### src/hw/rtl/can_stdio_link_endpoint_core_macros.svh
// assertion helpers shared by the link endpoint rtl
`ifndef CAN_STDIO_LINK_ENDPOINT_CORE_MACROS_SVH
`define CAN_STDIO_LINK_ENDPOINT_CORE_MACROS_SVH

`ifndef SYNTHESIS
// property must hold at every rising clock edge out of reset
`define CSLE_ASSERT(name, clk, rstn, prop) \
  name: assert property (@(posedge clk) disable iff (!rstn) (prop)) \
    else $error("csle assertion failed");
// expression must never be true out of reset
`define CSLE_ASSERT_NEVER(name, clk, rstn, expr) \
  `CSLE_ASSERT(name, clk, rstn, !(expr))
`else
`define CSLE_ASSERT(name, clk, rstn, prop)
`define CSLE_ASSERT_NEVER(name, clk, rstn, expr)
`endif

`endif

### src/hw/rtl/csle_pkg.sv
`timescale 1ns / 1ps
`default_nettype none

package csle_pkg;

  // sizes
  localparam int unsigned FIFO_DEPTH_DEF = 16;
  localparam int unsigned PUSH_LANES     = 7;
  localparam int unsigned SEND_LANES     = 6;
  localparam int unsigned CFG_IDX_W      = 2;
  localparam int unsigned CFG_DATA_W     = 14;
  localparam int unsigned TIMEOUT_W      = 14;
  localparam int unsigned NODE_ID_W      = 4;

  // register indexes
  localparam logic [CFG_IDX_W-1:0] REG_NODE_ID = 2'd0;
  localparam logic [CFG_IDX_W-1:0] REG_TIMEOUT = 2'd1;

  // reset values and special codes
  localparam logic [TIMEOUT_W-1:0] TIMEOUT_RST  = 14'd10000;
  localparam logic [TIMEOUT_W-1:0] WAIT_MAX     = 14'h3FFF;
  localparam logic [7:0]           CODE_UPDATE  = 8'd254;
  localparam logic [7:0]           CODE_CLOSE   = 8'd255;
  localparam int unsigned          CTS_BIT      = 7;
  localparam logic [2:0]           SEND_MAX_LEN = 3'd6;

  typedef enum logic [1:0] {
    MODE_FRAME = 2'd0,
    MODE_READ  = 2'd1,
    MODE_SEND  = 2'd2,
    MODE_TICK  = 2'd3
  } mode_e;

  typedef enum logic [2:0] {
    EV_NONE   = 3'd0,
    EV_CHAR   = 3'd1,
    EV_SENT   = 3'd2,
    EV_DONE   = 3'd3,
    EV_FAIL   = 3'd4,
    EV_UPDATE = 3'd5,
    EV_BUSY   = 3'd6
  } ev_e;

  typedef struct packed {
    mode_e                       mode;
    logic [7:0]                  len_code;
    logic [7:0]                  seq_in;
    logic [PUSH_LANES-1:0][7:0]  rx_bytes;
  } in_item_t;

  typedef struct packed {
    ev_e                         event_res;
    logic [7:0]                  char_out;
    logic [7:0]                  tx_seq;
    logic [7:0]                  tx_len;
    logic [SEND_LANES-1:0][7:0]  tx_bytes;
    logic                        connected;
    logic                        input_available;
  } out_item_t;

  typedef struct packed {
    logic                        push;
    logic                        flush;
    logic                        pop;
    logic [2:0]                  push_n;
    logic [PUSH_LANES-1:0][7:0]  bytes;
  } fifo_req_t;

  typedef struct packed {
    logic                        empty;
    logic                        avail_next;
    logic [7:0]                  rd_data;
  } fifo_sts_t;

endpackage

`default_nettype wire

### src/hw/rtl/csle_intf.sv
`timescale 1ns / 1ps
`default_nettype none

// request channel into the endpoint
interface csle_in_if;
  logic       valid;
  logic       ready;
  logic [1:0] mode;
  logic [7:0] len_code;
  logic [7:0] seq_in;
  logic [7:0] byte0;
  logic [7:0] byte1;
  logic [7:0] byte2;
  logic [7:0] byte3;
  logic [7:0] byte4;
  logic [7:0] byte5;
  logic [7:0] byte6;

  modport source (
    output valid, mode, len_code, seq_in, byte0, byte1, byte2, byte3, byte4, byte5, byte6,
    input  ready
  );
  modport sink (
    input  valid, mode, len_code, seq_in, byte0, byte1, byte2, byte3, byte4, byte5, byte6,
    output ready
  );
endinterface

// result channel out of the endpoint
interface csle_out_if;
  logic       valid;
  logic       ready;
  logic [2:0] event_res;
  logic [7:0] char_out;
  logic [7:0] tx_seq;
  logic [7:0] tx_len;
  logic [7:0] tx_byte0;
  logic [7:0] tx_byte1;
  logic [7:0] tx_byte2;
  logic [7:0] tx_byte3;
  logic [7:0] tx_byte4;
  logic [7:0] tx_byte5;
  logic       connected;
  logic       input_available;

  modport source (
    output valid, event_res, char_out, tx_seq, tx_len, tx_byte0, tx_byte1, tx_byte2,
           tx_byte3, tx_byte4, tx_byte5, connected, input_available,
    input  ready
  );
  modport sink (
    input  valid, event_res, char_out, tx_seq, tx_len, tx_byte0, tx_byte1, tx_byte2,
           tx_byte3, tx_byte4, tx_byte5, connected, input_available,
    output ready
  );
endinterface

// register write channel
interface csle_cfg_if;
  import csle_pkg::*;
  logic                  valid;
  logic                  ready;
  logic [CFG_IDX_W-1:0]  index;
  logic [CFG_DATA_W-1:0] data;

  modport source (output valid, index, data, input ready);
  modport sink   (input valid, index, data, output ready);
endinterface

`default_nettype wire

### src/hw/rtl/csle_fifo.sv
`timescale 1ns / 1ps
`default_nettype none

module csle_fifo #(
  parameter int unsigned FIFO_DEPTH = csle_pkg::FIFO_DEPTH_DEF
) (
  input  logic                clk_i,
  input  logic                rst_ni,
  input  csle_pkg::fifo_req_t req_i,
  output csle_pkg::fifo_sts_t sts_o
);
  import csle_pkg::*;

  localparam int unsigned IW = $clog2(FIFO_DEPTH);
  localparam int unsigned CW = $clog2(FIFO_DEPTH + 1);
  localparam int unsigned SW = CW + 1;
  localparam logic [SW-1:0] DEPTH_W = SW'(FIFO_DEPTH);
  localparam logic [IW-1:0] LAST_IDX = IW'(FIFO_DEPTH - 1);

  logic [7:0]    mem_q [FIFO_DEPTH];
  logic [IW-1:0] head_q, head_d;
  logic [CW-1:0] count_q, count_d;
  logic [SW-1:0] tail_sum, tail_w, space;
  logic [2:0]    take;
  logic [SW-1:0] pos [PUSH_LANES];
  logic          lane_we [PUSH_LANES];

  // write positions for the push lanes, bytes beyond free space are dropped
  always_comb begin
    tail_sum = SW'(head_q) + SW'(count_q);
    tail_w   = (tail_sum >= DEPTH_W) ? (tail_sum - DEPTH_W) : tail_sum;
    space    = DEPTH_W - SW'(count_q);
    take     = (SW'(req_i.push_n) <= space) ? req_i.push_n : space[2:0];
    for (int k = 0; k < PUSH_LANES; k++) begin
      pos[k] = tail_w + SW'(k);
      if (pos[k] >= DEPTH_W) begin
        pos[k] = pos[k] - DEPTH_W;
      end
      lane_we[k] = req_i.push && (3'(k) < take);
    end
  end

  // pointer and fill count update
  always_comb begin
    head_d  = head_q;
    count_d = count_q;
    if (req_i.flush) begin
      head_d  = '0;
      count_d = '0;
    end else if (req_i.push) begin
      count_d = count_q + CW'(take);
    end else if (req_i.pop && (count_q != '0)) begin
      head_d  = (head_q == LAST_IDX) ? '0 : head_q + 1'b1;
      count_d = count_q - 1'b1;
    end
  end

  always_ff @(posedge clk_i or negedge rst_ni) begin
    if (!rst_ni) begin
      head_q  <= '0;
      count_q <= '0;
    end else begin
      head_q  <= head_d;
      count_q <= count_d;
    end
  end

  // storage, no reset
  always_ff @(posedge clk_i) begin
    for (int k = 0; k < PUSH_LANES; k++) begin
      if (lane_we[k]) begin
        mem_q[pos[k][IW-1:0]] <= req_i.bytes[k];
      end
    end
  end

  assign sts_o.empty      = (count_q == '0);
  assign sts_o.avail_next = (count_d != '0);
  assign sts_o.rd_data    = mem_q[head_q];

endmodule

`default_nettype wire

### src/hw/rtl/csle_link.sv
`timescale 1ns / 1ps
`default_nettype none

module csle_link (
  input  logic                                  clk_i,
  input  logic                                  rst_ni,
  input  logic                                  acc_i,
  input  csle_pkg::in_item_t                    item_i,
  input  logic [csle_pkg::NODE_ID_W-1:0]        node_id_i,
  input  logic [csle_pkg::TIMEOUT_W-1:0]        timeout_i,
  input  csle_pkg::fifo_sts_t                   fifo_sts_i,
  output csle_pkg::fifo_req_t                   fifo_req_o,
  output csle_pkg::out_item_t                   res_o
);
  import csle_pkg::*;

  typedef enum logic [1:0] {
    PH_IDLE     = 2'd0,
    PH_WAIT_CTS = 2'd1,
    PH_WAIT_ACK = 2'd2
  } phase_e;

  phase_e                     phase_q, phase_d;
  logic                       link_q, link_d;
  logic                       peer_rdy_q, peer_rdy_d;
  logic [7:0]                 last_ack_q, last_ack_d;
  logic [7:0]                 pend_seq_q, pend_seq_d;
  logic [2:0]                 pend_len_q, pend_len_d;
  logic [SEND_LANES-1:0][7:0] pend_bytes_q, pend_bytes_d;
  logic [TIMEOUT_W-1:0]       wait_q, wait_d;
  logic [TIMEOUT_W-1:0]       wait_inc, limit;
  logic [2:0]                 send_n;
  logic                       emit;
  logic                       upd;
  ev_e                        ev;

  // next state and result for one request
  always_comb begin
    phase_d      = phase_q;
    link_d       = link_q;
    peer_rdy_d   = peer_rdy_q;
    last_ack_d   = last_ack_q;
    pend_seq_d   = pend_seq_q;
    pend_len_d   = pend_len_q;
    pend_bytes_d = pend_bytes_q;
    wait_d       = wait_q;
    emit         = 1'b0;
    upd          = 1'b0;
    ev           = EV_NONE;
    res_o        = '0;
    fifo_req_o   = '0;
    fifo_req_o.bytes = item_i.rx_bytes;
    send_n       = (item_i.len_code > 8'(SEND_MAX_LEN)) ? SEND_MAX_LEN : item_i.len_code[2:0];
    wait_inc     = (wait_q != WAIT_MAX) ? wait_q + 1'b1 : wait_q;
    limit        = (timeout_i == '0) ? TIMEOUT_W'(1) : timeout_i;

    case (item_i.mode)
      MODE_FRAME: begin
        if (item_i.len_code == CODE_UPDATE) begin
          upd = 1'b1;
        end else if (item_i.len_code == CODE_CLOSE) begin
          link_d           = 1'b0;
          fifo_req_o.flush = acc_i;
        end else begin
          peer_rdy_d        = !item_i.len_code[CTS_BIT];
          link_d            = 1'b1;
          fifo_req_o.push   = acc_i;
          fifo_req_o.push_n = item_i.len_code[2:0];
        end
        last_ack_d = item_i.seq_in;
        // advance a pending send with the updated link view
        case (phase_q)
          PH_WAIT_ACK: begin
            if (last_ack_d == pend_seq_q) begin
              phase_d = PH_IDLE;
              ev      = EV_DONE;
            end else if (!link_d) begin
              phase_d = PH_IDLE;
              ev      = EV_FAIL;
            end
          end
          PH_WAIT_CTS: begin
            if (!link_d) begin
              phase_d = PH_IDLE;
              ev      = EV_FAIL;
            end else if (peer_rdy_d) begin
              emit = 1'b1;
            end
          end
          default: ;
        endcase
      end
      MODE_READ: begin
        fifo_req_o.pop = acc_i;
        ev             = EV_CHAR;
        res_o.char_out = fifo_sts_i.empty ? 8'd0 : fifo_sts_i.rd_data;
      end
      MODE_SEND: begin
        if (phase_q != PH_IDLE) begin
          ev = EV_BUSY;
        end else if (link_q && (item_i.len_code != 8'd0)) begin
          pend_len_d = send_n;
          pend_seq_d = last_ack_q + 8'd1;
          for (int i = 0; i < SEND_LANES; i++) begin
            pend_bytes_d[i] = (3'(i) < send_n) ? item_i.rx_bytes[i] : 8'd0;
          end
          wait_d = '0;
          if (peer_rdy_q) begin
            emit = 1'b1;
          end else begin
            phase_d = PH_WAIT_CTS;
          end
        end
      end
      MODE_TICK: begin
        if (phase_q != PH_IDLE) begin
          if (wait_inc >= limit) begin
            link_d  = 1'b0;
            phase_d = PH_IDLE;
            wait_d  = '0;
            ev      = EV_FAIL;
          end else begin
            wait_d = wait_inc;
          end
        end
      end
      default: ;
    endcase

    // frame goes out on the bus
    if (emit) begin
      phase_d = PH_WAIT_ACK;
      wait_d  = '0;
      ev      = EV_SENT;
    end

    // update request overrides the send event and blanks the frame fields
    if (upd) begin
      ev = EV_UPDATE;
    end else if (emit) begin
      res_o.tx_seq   = pend_seq_d;
      res_o.tx_len   = {node_id_i, 1'b0, pend_len_d};
      res_o.tx_bytes = pend_bytes_d;
    end

    res_o.event_res       = ev;
    res_o.connected       = link_d;
    res_o.input_available = fifo_sts_i.avail_next;
  end

  always_ff @(posedge clk_i or negedge rst_ni) begin
    if (!rst_ni) begin
      phase_q    <= PH_IDLE;
      link_q     <= 1'b0;
      peer_rdy_q <= 1'b1;
      last_ack_q <= '0;
      pend_seq_q <= '0;
      pend_len_q <= '0;
      wait_q     <= '0;
    end else if (acc_i) begin
      phase_q    <= phase_d;
      link_q     <= link_d;
      peer_rdy_q <= peer_rdy_d;
      last_ack_q <= last_ack_d;
      pend_seq_q <= pend_seq_d;
      pend_len_q <= pend_len_d;
      wait_q     <= wait_d;
    end
  end

  // chunk payload, written before any use
  always_ff @(posedge clk_i) begin
    if (acc_i) begin
      pend_bytes_q <= pend_bytes_d;
    end
  end

endmodule

`default_nettype wire

### src/hw/rtl/can_stdio_link_endpoint_core.sv
`timescale 1ns / 1ps
`default_nettype none

`include "can_stdio_link_endpoint_core_macros.svh"

// channel   dir   handshake        payload
// in_i      in    valid / ready    mode, len_code, seq_in, byte0..byte6
// out_o     out   valid / ready    event_res, char_out, tx_*, connected, input_available
// cfg_i     in    valid / ready    index, data (0 node_id, 1 timeout_ticks)
//
// one request per cycle while in_i.ready is high; each request gives one result, valid in the cycle after acceptance
// all link and fifo state updates in the accept cycle, the result register holds the outcome
// in_i.ready drops only while a result waits and out_o.ready is low
// cfg_i is always ready; rst_ni clears link state, fifo pointers and the result valid
// receive fifo contents need no clearing pass after reset

module can_stdio_link_endpoint_core #(
  parameter int unsigned FIFO_DEPTH = csle_pkg::FIFO_DEPTH_DEF
) (
  input  logic       clk_i,
  input  logic       rst_ni,
  csle_in_if.sink    in_i,
  csle_out_if.source out_o,
  csle_cfg_if.sink   cfg_i
);
  import csle_pkg::*;

  logic                 acc;
  logic                 in_ready;
  logic                 out_valid_q, out_valid_d;
  out_item_t            out_q;
  out_item_t            res;
  in_item_t             item;
  fifo_req_t            fifo_req;
  fifo_sts_t            fifo_sts;
  logic [NODE_ID_W-1:0] node_id_q;
  logic [TIMEOUT_W-1:0] timeout_q;

  // input handshake
  assign in_ready   = !out_valid_q || out_o.ready;
  assign in_i.ready = in_ready;
  assign acc        = in_i.valid && in_ready;

  always_comb begin
    item.mode        = mode_e'(in_i.mode);
    item.len_code    = in_i.len_code;
    item.seq_in      = in_i.seq_in;
    item.rx_bytes[0] = in_i.byte0;
    item.rx_bytes[1] = in_i.byte1;
    item.rx_bytes[2] = in_i.byte2;
    item.rx_bytes[3] = in_i.byte3;
    item.rx_bytes[4] = in_i.byte4;
    item.rx_bytes[5] = in_i.byte5;
    item.rx_bytes[6] = in_i.byte6;
  end

  // configuration registers
  assign cfg_i.ready = 1'b1;

  always_ff @(posedge clk_i or negedge rst_ni) begin
    if (!rst_ni) begin
      node_id_q <= '0;
      timeout_q <= TIMEOUT_RST;
    end else if (cfg_i.valid) begin
      case (cfg_i.index)
        REG_NODE_ID: node_id_q <= cfg_i.data[NODE_ID_W-1:0];
        REG_TIMEOUT: timeout_q <= cfg_i.data[TIMEOUT_W-1:0];
        default: ;
      endcase
    end
  end

  csle_fifo #(
    .FIFO_DEPTH (FIFO_DEPTH)
  ) u_fifo (
    .clk_i  (clk_i),
    .rst_ni (rst_ni),
    .req_i  (fifo_req),
    .sts_o  (fifo_sts)
  );

  csle_link u_link (
    .clk_i      (clk_i),
    .rst_ni     (rst_ni),
    .acc_i      (acc),
    .item_i     (item),
    .node_id_i  (node_id_q),
    .timeout_i  (timeout_q),
    .fifo_sts_i (fifo_sts),
    .fifo_req_o (fifo_req),
    .res_o      (res)
  );

  // result register
  always_comb begin
    out_valid_d = out_valid_q;
    if (acc) begin
      out_valid_d = 1'b1;
    end else if (out_o.ready) begin
      out_valid_d = 1'b0;
    end
  end

  always_ff @(posedge clk_i or negedge rst_ni) begin
    if (!rst_ni) begin
      out_valid_q <= 1'b0;
    end else begin
      out_valid_q <= out_valid_d;
    end
  end

  always_ff @(posedge clk_i) begin
    if (acc) begin
      out_q <= res;
    end
  end

  assign out_o.valid           = out_valid_q;
  assign out_o.event_res       = out_q.event_res;
  assign out_o.char_out        = out_q.char_out;
  assign out_o.tx_seq          = out_q.tx_seq;
  assign out_o.tx_len          = out_q.tx_len;
  assign out_o.tx_byte0        = out_q.tx_bytes[0];
  assign out_o.tx_byte1        = out_q.tx_bytes[1];
  assign out_o.tx_byte2        = out_q.tx_bytes[2];
  assign out_o.tx_byte3        = out_q.tx_bytes[3];
  assign out_o.tx_byte4        = out_q.tx_bytes[4];
  assign out_o.tx_byte5        = out_q.tx_bytes[5];
  assign out_o.connected       = out_q.connected;
  assign out_o.input_available = out_q.input_available;

  // checks
  `CSLE_ASSERT(a_acc_gives_result, clk_i, rst_ni, acc |=> out_valid_q)
  `CSLE_ASSERT(a_read_gives_char, clk_i, rst_ni, acc && (item.mode == MODE_READ) |=> out_q.event_res == EV_CHAR)
  `CSLE_ASSERT(a_fail_drops_link, clk_i, rst_ni, out_valid_q && (out_q.event_res == EV_FAIL) |-> !out_q.connected)
  `CSLE_ASSERT_NEVER(a_sent_while_down, clk_i, rst_ni, out_valid_q && (out_q.event_res == EV_SENT) && !out_q.connected)

endmodule

`default_nettype wire
### src/flat_wrapper.sv
// flat-port wrapper written by rule: the top's interface ports become plain ports
module can_stdio_link_endpoint_core_flat import csle_pkg::*;
#(
  parameter int unsigned FIFO_DEPTH = csle_pkg::FIFO_DEPTH_DEF
)
  (clk_i, rst_ni, in_i_valid, in_i_mode, in_i_len_code, in_i_seq_in, in_i_byte0, in_i_byte1, in_i_byte2, in_i_byte3, in_i_byte4, in_i_byte5, in_i_byte6, in_i_ready, out_o_valid, out_o_event_res, out_o_char_out, out_o_tx_seq, out_o_tx_len, out_o_tx_byte0, out_o_tx_byte1, out_o_tx_byte2, out_o_tx_byte3, out_o_tx_byte4, out_o_tx_byte5, out_o_connected, out_o_input_available, out_o_ready, cfg_i_valid, cfg_i_index, cfg_i_data, cfg_i_ready);
  csle_in_if in_i_i ();
  csle_out_if out_o_i ();
  csle_cfg_if cfg_i_i ();
  input  logic clk_i;
  input  logic rst_ni;
  input wire logic [$bits(in_i_i.valid)-1:0] in_i_valid;
  input wire logic [$bits(in_i_i.mode)-1:0] in_i_mode;
  input wire logic [$bits(in_i_i.len_code)-1:0] in_i_len_code;
  input wire logic [$bits(in_i_i.seq_in)-1:0] in_i_seq_in;
  input wire logic [$bits(in_i_i.byte0)-1:0] in_i_byte0;
  input wire logic [$bits(in_i_i.byte1)-1:0] in_i_byte1;
  input wire logic [$bits(in_i_i.byte2)-1:0] in_i_byte2;
  input wire logic [$bits(in_i_i.byte3)-1:0] in_i_byte3;
  input wire logic [$bits(in_i_i.byte4)-1:0] in_i_byte4;
  input wire logic [$bits(in_i_i.byte5)-1:0] in_i_byte5;
  input wire logic [$bits(in_i_i.byte6)-1:0] in_i_byte6;
  output wire logic [$bits(in_i_i.ready)-1:0] in_i_ready;
  output wire logic [$bits(out_o_i.valid)-1:0] out_o_valid;
  output wire logic [$bits(out_o_i.event_res)-1:0] out_o_event_res;
  output wire logic [$bits(out_o_i.char_out)-1:0] out_o_char_out;
  output wire logic [$bits(out_o_i.tx_seq)-1:0] out_o_tx_seq;
  output wire logic [$bits(out_o_i.tx_len)-1:0] out_o_tx_len;
  output wire logic [$bits(out_o_i.tx_byte0)-1:0] out_o_tx_byte0;
  output wire logic [$bits(out_o_i.tx_byte1)-1:0] out_o_tx_byte1;
  output wire logic [$bits(out_o_i.tx_byte2)-1:0] out_o_tx_byte2;
  output wire logic [$bits(out_o_i.tx_byte3)-1:0] out_o_tx_byte3;
  output wire logic [$bits(out_o_i.tx_byte4)-1:0] out_o_tx_byte4;
  output wire logic [$bits(out_o_i.tx_byte5)-1:0] out_o_tx_byte5;
  output wire logic [$bits(out_o_i.connected)-1:0] out_o_connected;
  output wire logic [$bits(out_o_i.input_available)-1:0] out_o_input_available;
  input wire logic [$bits(out_o_i.ready)-1:0] out_o_ready;
  input wire logic [$bits(cfg_i_i.valid)-1:0] cfg_i_valid;
  input wire logic [$bits(cfg_i_i.index)-1:0] cfg_i_index;
  input wire logic [$bits(cfg_i_i.data)-1:0] cfg_i_data;
  output wire logic [$bits(cfg_i_i.ready)-1:0] cfg_i_ready;
  assign in_i_i.valid = in_i_valid;
  assign in_i_i.mode = in_i_mode;
  assign in_i_i.len_code = in_i_len_code;
  assign in_i_i.seq_in = in_i_seq_in;
  assign in_i_i.byte0 = in_i_byte0;
  assign in_i_i.byte1 = in_i_byte1;
  assign in_i_i.byte2 = in_i_byte2;
  assign in_i_i.byte3 = in_i_byte3;
  assign in_i_i.byte4 = in_i_byte4;
  assign in_i_i.byte5 = in_i_byte5;
  assign in_i_i.byte6 = in_i_byte6;
  assign in_i_ready = in_i_i.ready;
  assign out_o_valid = out_o_i.valid;
  assign out_o_event_res = out_o_i.event_res;
  assign out_o_char_out = out_o_i.char_out;
  assign out_o_tx_seq = out_o_i.tx_seq;
  assign out_o_tx_len = out_o_i.tx_len;
  assign out_o_tx_byte0 = out_o_i.tx_byte0;
  assign out_o_tx_byte1 = out_o_i.tx_byte1;
  assign out_o_tx_byte2 = out_o_i.tx_byte2;
  assign out_o_tx_byte3 = out_o_i.tx_byte3;
  assign out_o_tx_byte4 = out_o_i.tx_byte4;
  assign out_o_tx_byte5 = out_o_i.tx_byte5;
  assign out_o_connected = out_o_i.connected;
  assign out_o_input_available = out_o_i.input_available;
  assign out_o_i.ready = out_o_ready;
  assign cfg_i_i.valid = cfg_i_valid;
  assign cfg_i_i.index = cfg_i_index;
  assign cfg_i_i.data = cfg_i_data;
  assign cfg_i_ready = cfg_i_i.ready;
  can_stdio_link_endpoint_core #(.FIFO_DEPTH(FIFO_DEPTH)) u_core (.clk_i(clk_i), .rst_ni(rst_ni), .in_i(in_i_i), .out_o(out_o_i), .cfg_i(cfg_i_i));
endmodule
### config.mk
export PLATFORM = sky130hd
export DESIGN_NAME = can_stdio_link_endpoint_core_flat
export DESIGN_NICKNAME = d
export VERILOG_FILES = /design/src/hw/rtl/csle_pkg.sv /design/src/hw/rtl/csle_intf.sv /design/src/hw/rtl/csle_fifo.sv /design/src/hw/rtl/csle_link.sv /design/src/hw/rtl/can_stdio_link_endpoint_core.sv /design/src/flat_wrapper.sv
export VERILOG_INCLUDE_DIRS = /design/src /design/src/hw/rtl
export SDC_FILE = /design/constraint.sdc
export NUM_CORES = 1
export LEC_CHECK = 0
export ABC_CLOCK_PERIOD_IN_PS = 17700
export BUFFER_PORTS_ARGS = -buffer_cell sky130_fd_sc_hd__buf_2
export CAP_MARGIN = 20
export CELL_PAD_IN_SITES_DETAIL_PLACEMENT = 0
export CELL_PAD_IN_SITES_GLOBAL_PLACEMENT = 2
export CORE_MARGIN = 10
export CORE_UTILIZATION = 43
export DETAILED_ROUTE_END_ITERATION = 16
export PLACE_DENSITY = 0.91
export SLEW_MARGIN = 20
export SYNTH_ARGS = -nofsm -noshare
export SYNTH_HDL_FRONTEND = slang
export SYNTH_HIERARCHICAL = 1
export SYNTH_SLANG_ARGS = --single-unit
export TNS_END_PERCENT = 5
### constraint.sdc
create_clock -name clk_i -period 17.7 [get_ports clk_i]
set_clock_uncertainty 0.05 [all_clocks]
set_input_delay 3.54 -clock clk_i [delete_from_list [all_inputs] [get_ports clk_i]]
set_output_delay 3.54 -clock clk_i [all_outputs]
set_load 0.01 [all_outputs]
# After elaboration in Yosys (flattened, before gate mapping)
# Memories as Yosys holds them, arrays and structs flattened. A register that Yosys moved wholly into a read port is not among the register bits.
# Cells that the tools add are included.
[op_classes] addsub=21 magnitude_cmp=24 eq_ne=18 n_mux=100 bitwise=2 n_reduce_logical=33
[ops] cell="two-way mux 48 bit" count=3
[ops] cell="two-way mux 14 bit" count=7
[ops] cell="two-way mux 8 bit" count=9
[ops] cell="greater-or-equal comparator 6 x 5 -> 1 bit, second input constant" count=8
[ops] cell="two-way mux 4 bit" count=11
[ops] cell="two-way mux 3 bit" count=14
[ops] cell="two-way mux 1 bit" count=35
[ops] cell="one-hot mux 14 bit (2 select lines)" count=1
[ops] cell="subtractor 4 x 1 -> 4 bit, second input constant" count=7
[ops] cell="two-way mux 2 bit" count=10
[ops] cell="adder 6 x 3 -> 6 bit, second input constant" count=3
[ops] cell="equality test 8 bit, second input constant" count=2
[ops] cell="< comparator 3 bit, first input constant" count=5
[ops] cell="two-way mux 5 bit" count=3
[ops] cell="!= test 3 bit, second input constant" count=5
[ops] cell="adder 14 x 1 -> 14 bit, second input constant" count=1
[ops] cell="greater-or-equal comparator 14 bit" count=1
[ops] cell="zero test 14 bit" count=1
[ops] cell="!= test 14 bit, second input constant" count=1
[ops] cell="adder 6 x 2 -> 6 bit, second input constant" count=2
[ops] cell="< comparator 1 x 3 -> 1 bit, first input constant" count=4
[ops] cell="< comparator 2 x 3 -> 1 bit, first input constant" count=4
[ops] cell="one-hot mux 3 bit (4 select lines)" count=1
[ops] cell="logical AND 1 bit" count=10
[ops] cell="other kinds (35)" count=50
[word_totals] ff_bits=182 ram_bits=128 input_bits=95 output_inout_bits=80 wordCells=229 n_memories=1
[memory_table] memory="u_core.u_fifo.mem_q" words=16 word_bits=8 read_ports=1 rd_clocked_by_memory_dff=1 write_ports=7 line_no="csle_fifo.sv:20" source="logic [7:0] mem_q [FIFO_DEPTH];"

# Logic depth before layout (Yosys ltp)
[logic_depth] word_depth=10 ltp_mapped=22 depth_no_buf=19

# By module
# Netlist, hierarchy kept.
[modules_own_cells] mod="csle_fifo" instances=1 cells_per_inst=1626 area_per_inst_um2=14594.0 seq_area_each_um2=4068.9
[modules_own_cells] mod="csle_link" instances=1 cells_per_inst=619 area_per_inst_um2=5952.0 seq_area_each_um2=2368.5
[modules_own_cells] mod="can_stdio_link_endpoint_core" instances=1 cells_per_inst=122 area_per_inst_um2=3108.0 seq_area_each_um2=2793.9

# Worst setup path before layout
# No wires, ideal clock.
[synth_timing] path_type="input to register" startpoint="in out_o_ready" endpoint="mem u_core.u_fifo.mem_q[9][0] (enable)" setup_ns=0.342 t_arrival_ns=9.661 required_time_ns=17.308 path_slack_ns=7.647 stages=14 n_path_buf=4 cell_sequence="nand2b_1 > and2_1 > clkbuf_1 > nand2_1 > nor2_1 > and3b_1 > clkbuf_1 > nand2_1 > nor3_1 > o21a_1 > buf_1 > or2_2 > buf_2 > nand4b_1"
[synth_rtl] element="start, declared" line_no="flat_wrapper.sv:37" source="input wire logic [$bits(out_o_i.ready)-1:0] out_o_ready;"
[synth_rtl] element="end, declared" line_no="csle_fifo.sv:20"

==> reports/metrics.yaml <==
p_comb_share_pct: 49.9
max_cap_violations: 0
finalCriticalPeriod_ps: 8530
seqCellArea_um2: 9230
grt_max_degree: 83
htreeDepth: 2
crit_fanout: 12
crit_required_ps: 17870
end_kind: "flop"
p_per_area_nw_per_um2: 134
pwr-share-seq_pct: 27.7
io_pins: 175
nFillCells: 4974
cts_resized: 0
reg2reg_to: "u_core/u_fifo/mem_q[7][1]$_DFFE_PP_"
grt_pass1_vias: 21900
worst_pin_slew_ps: 1280
globalRouteMet3Util_pct: 15.2
synthFlopType: "edfxtp_1"
clk_pin_slew_ps: 60
cp_data_arrival_time_ps: 8710
synthMuxAreaShare_pct: 8.38
synth_top_family_by_area: "compound AO/OA/AOI/OAI gates"
max-slew-margin-rel_pct: 14.3
nets: 2495
num_rows: 85
max_freq_mhz: 117
drv_slew: 0
crit_path_start_kind: "primary input"
switchingPower_mw: 1.65
syn_to_final_growth_pct: 7.97
synth_top_area_share_pct: 32.1
worstHoldPathCells: 2
drtIter0Drc: 4307
grtUsageMet1_pct: 42.9
synth-compound-area-share_pct: 24.4
whs_ps: 431
ir_worst_vdd_mv: 0.197
finalHoldViolCount: 0
synth-adder-area-share_pct: 2.23
cts_tree: "built"
async_flop_share_pct: 20.4
dr.pass1.iters: 7
syn_area_um2: 23700
hp-start: "u_core/u_link/pend_len_q[2]$_DFFE_PN0P_"
final_cells: 3092
grtUsageTotal_pct: 34.8
syn_nets: 2503
clock-sinks: 318
yosysTopAreaCell: "edfxtp_1"
yosys.area_share.simple_pct: 17.1
synth_xor_area_share_pct: 2.07
multiInputGateArea_um2: 12900
min_to: "u_core/u_link/pend_len_q[2]$_DFFE_PN0P_"
fin_util_pct: 47.2
swShare_pct: 48.3
ctsHoldBuffers: 0
overflow: 0
ys_warn_count: 6
grt_pass1_wl_um: 162000
clock_power_share_pct: 22.4
io_buffer_count: 173
rr_startpoint: "u_core/u_fifo/head_q[0]$_DFFE_PN0P_"
hold_path_class: "reg -> reg"
numCtsBuffers: 38
drt-wirelength-per-cell_um: 37.4
clkLatencyLatePin_ps: 580
synthTopCellsByCount: "nand2_1, edfxtp_1, nor2_1"
dp.cells: 3014
timing.final.crit_share_pct: 48.2
cts_max_path_buffers: 3
die_y_um: 255
antenna_found_initial: 13
route.vias.total: 22900
regToRegSetupSlack_ps: 11760
fp.dieW_um: 255
initial_core_util_pct: 43.7
ys_top_cells_by_area: "edfxtp_1, dfrtp_1, nand2_1"
drt-total-wl_um: 115000
ant_nets: 0
busiest_layer: "met2"
critPathKind: "in -> reg"
ys_seq_elements: 318
grtUsageMet2_pct: 50.3
post-route-drc-count: 0
avgSynthCellArea_um2: 9.99
die_area_um2: 64800
syn_inst: 2367
finalSetupViolCount: 0
status: "complete, no violations"
viasPerCell: 7.39
synth_cell_types: 107
synth_seq_area_share_pct: 39.0
rsz0062_at_grt: "no"
yosysMostFrequentCell: "nand2_1"
placeableCoreArea_um2: 54100
gp_congestion: 1.10
root_buffer: "clkbuf_16"
drive_gt1_share_pct: 20.6
place_hpwl_um: 75100
finalSetupTns_ps: 0
p_leak_nw: 9.56
r2r_cells: 11
p_int_mw: 1.77
synth_edf_count: 253
post_cts.repair.setup_buffers: 0
==> power groups by stage <==
| stage | clock (mW) | combinational (mW) | sequential (mW) |
|---|---|---|---|
| final | 0.764 | 1.71 | 0.945 |
| after floorplan | 0 | 1.06 | 0.936 |
| after global routing | 0.801 | 1.72 | 0.953 |
| after CTS | 0.775 | 1.61 | 0.944 |
| after global placement | 0 | 1.60 | 0.956 |
| after detailed placement | 0 | 1.60 | 0.959 |
==> worst max-delay path, stage by stage <==
cell and delay (ps):
buf_2 120, inv_1 90, ha_1 340, inv_1 150, nor3_1 540, inv_1 200
ha_1 240, nor2b_1 180, or3_1 440, a311oi_4 300, o21ai_1 1030, nor2_1 480
a2111oi_0 620, nand2_1 410
==> per-stage QoR <==
step / power [mW] / setup WS [ps] / cell area (um^2)
after floorplan: 2.00 / 7650 / 23700
after global placement: 2.55 / 8920 / 24300
after detailed placement: 2.56 / 8910 / 24300
after CTS: 3.32 / 9470 / 25500
after global routing: 3.47 / 8970 / 25500
final: 3.41 / 9170 / 25500
==> cell families (layout without fill, tap and decap cells) <==
kind of cell / Yosys count / count (layout)
compound gates: 732 / 732
xor+xnor: 38 / 38
fa+ha+maj: 41 / 41
buf+inv: 321 / 342
flops: 318 / 318
mux: 137 / 137
other cells: 2 / 10
simple gates: 778 / 778
==> registers in the layout, indices dropped and copies added (netlist names), 14 cells and up <==
| signal | cells |
|---|---|
| u_core/timeout_q | 14 |
| u_core/u_link/wait_q | 14 |
| u_core/u_fifo/mem_q | 128 |
| u_core/u_link/pend_bytes_q | 48 |
==> final cells by class <==
class | count | share of cell area, %
clock inverters | 15 | 0.593
repair buffers | 207 | 4.37
well taps | 696 | 3.41
flip-flops and latches | 318 | 36.2
multi-input cells | 1728 | 50.4
clock buffers | 54 | 4.08
inverters | 66 | 0.970
diodes | 8 | 0.0784
==> how the worst max path moves through the flow <==
stage                      start                                    to  cells after the start
global placement    in_i_mode[0]   u_core/u_fifo/mem_q[1][4]$_DFFE_PP_                     14
floorplan            out_o_ready   u_core/u_fifo/mem_q[9][0]$_DFFE_PP_                     14
CTS                 in_i_mode[0]   u_core/u_fifo/mem_q[5][2]$_DFFE_PP_                     13
detailed placement  in_i_mode[0]   u_core/u_fifo/mem_q[5][6]$_DFFE_PP_                     13
global route        in_i_mode[0]   u_core/u_fifo/mem_q[1][2]$_DFFE_PP_                     13
finish              in_i_mode[0]  u_core/u_fifo/mem_q[12][0]$_DFFE_PP_                     14
==> cell usage in the layout (no fill, tap or decap), types with 56 or more instances in the layout <==
cell type,synthesis,final
dfrtp_1,59,58
and3_1,62,62
nor2_1,173,173
edfxtp_1,253,253
inv_1,65,65
buf_2,37,174
nand2_1,261,261
o21ai_0,64,64
a22oi_1,72,72
nor2b_1,56,56
o22ai_1,118,118
a21oi_1,64,64
==> per-layer routing <==
metal | vias to the layer above | wire length [um]
met5 | - | 101
met4 | 10 | 7380
met3 | 526 | 16500
met2 | 1989 | 48300
met1 | 11100 | 43200
li1 | 9176 | -
(Power assumes the default switching activity.)
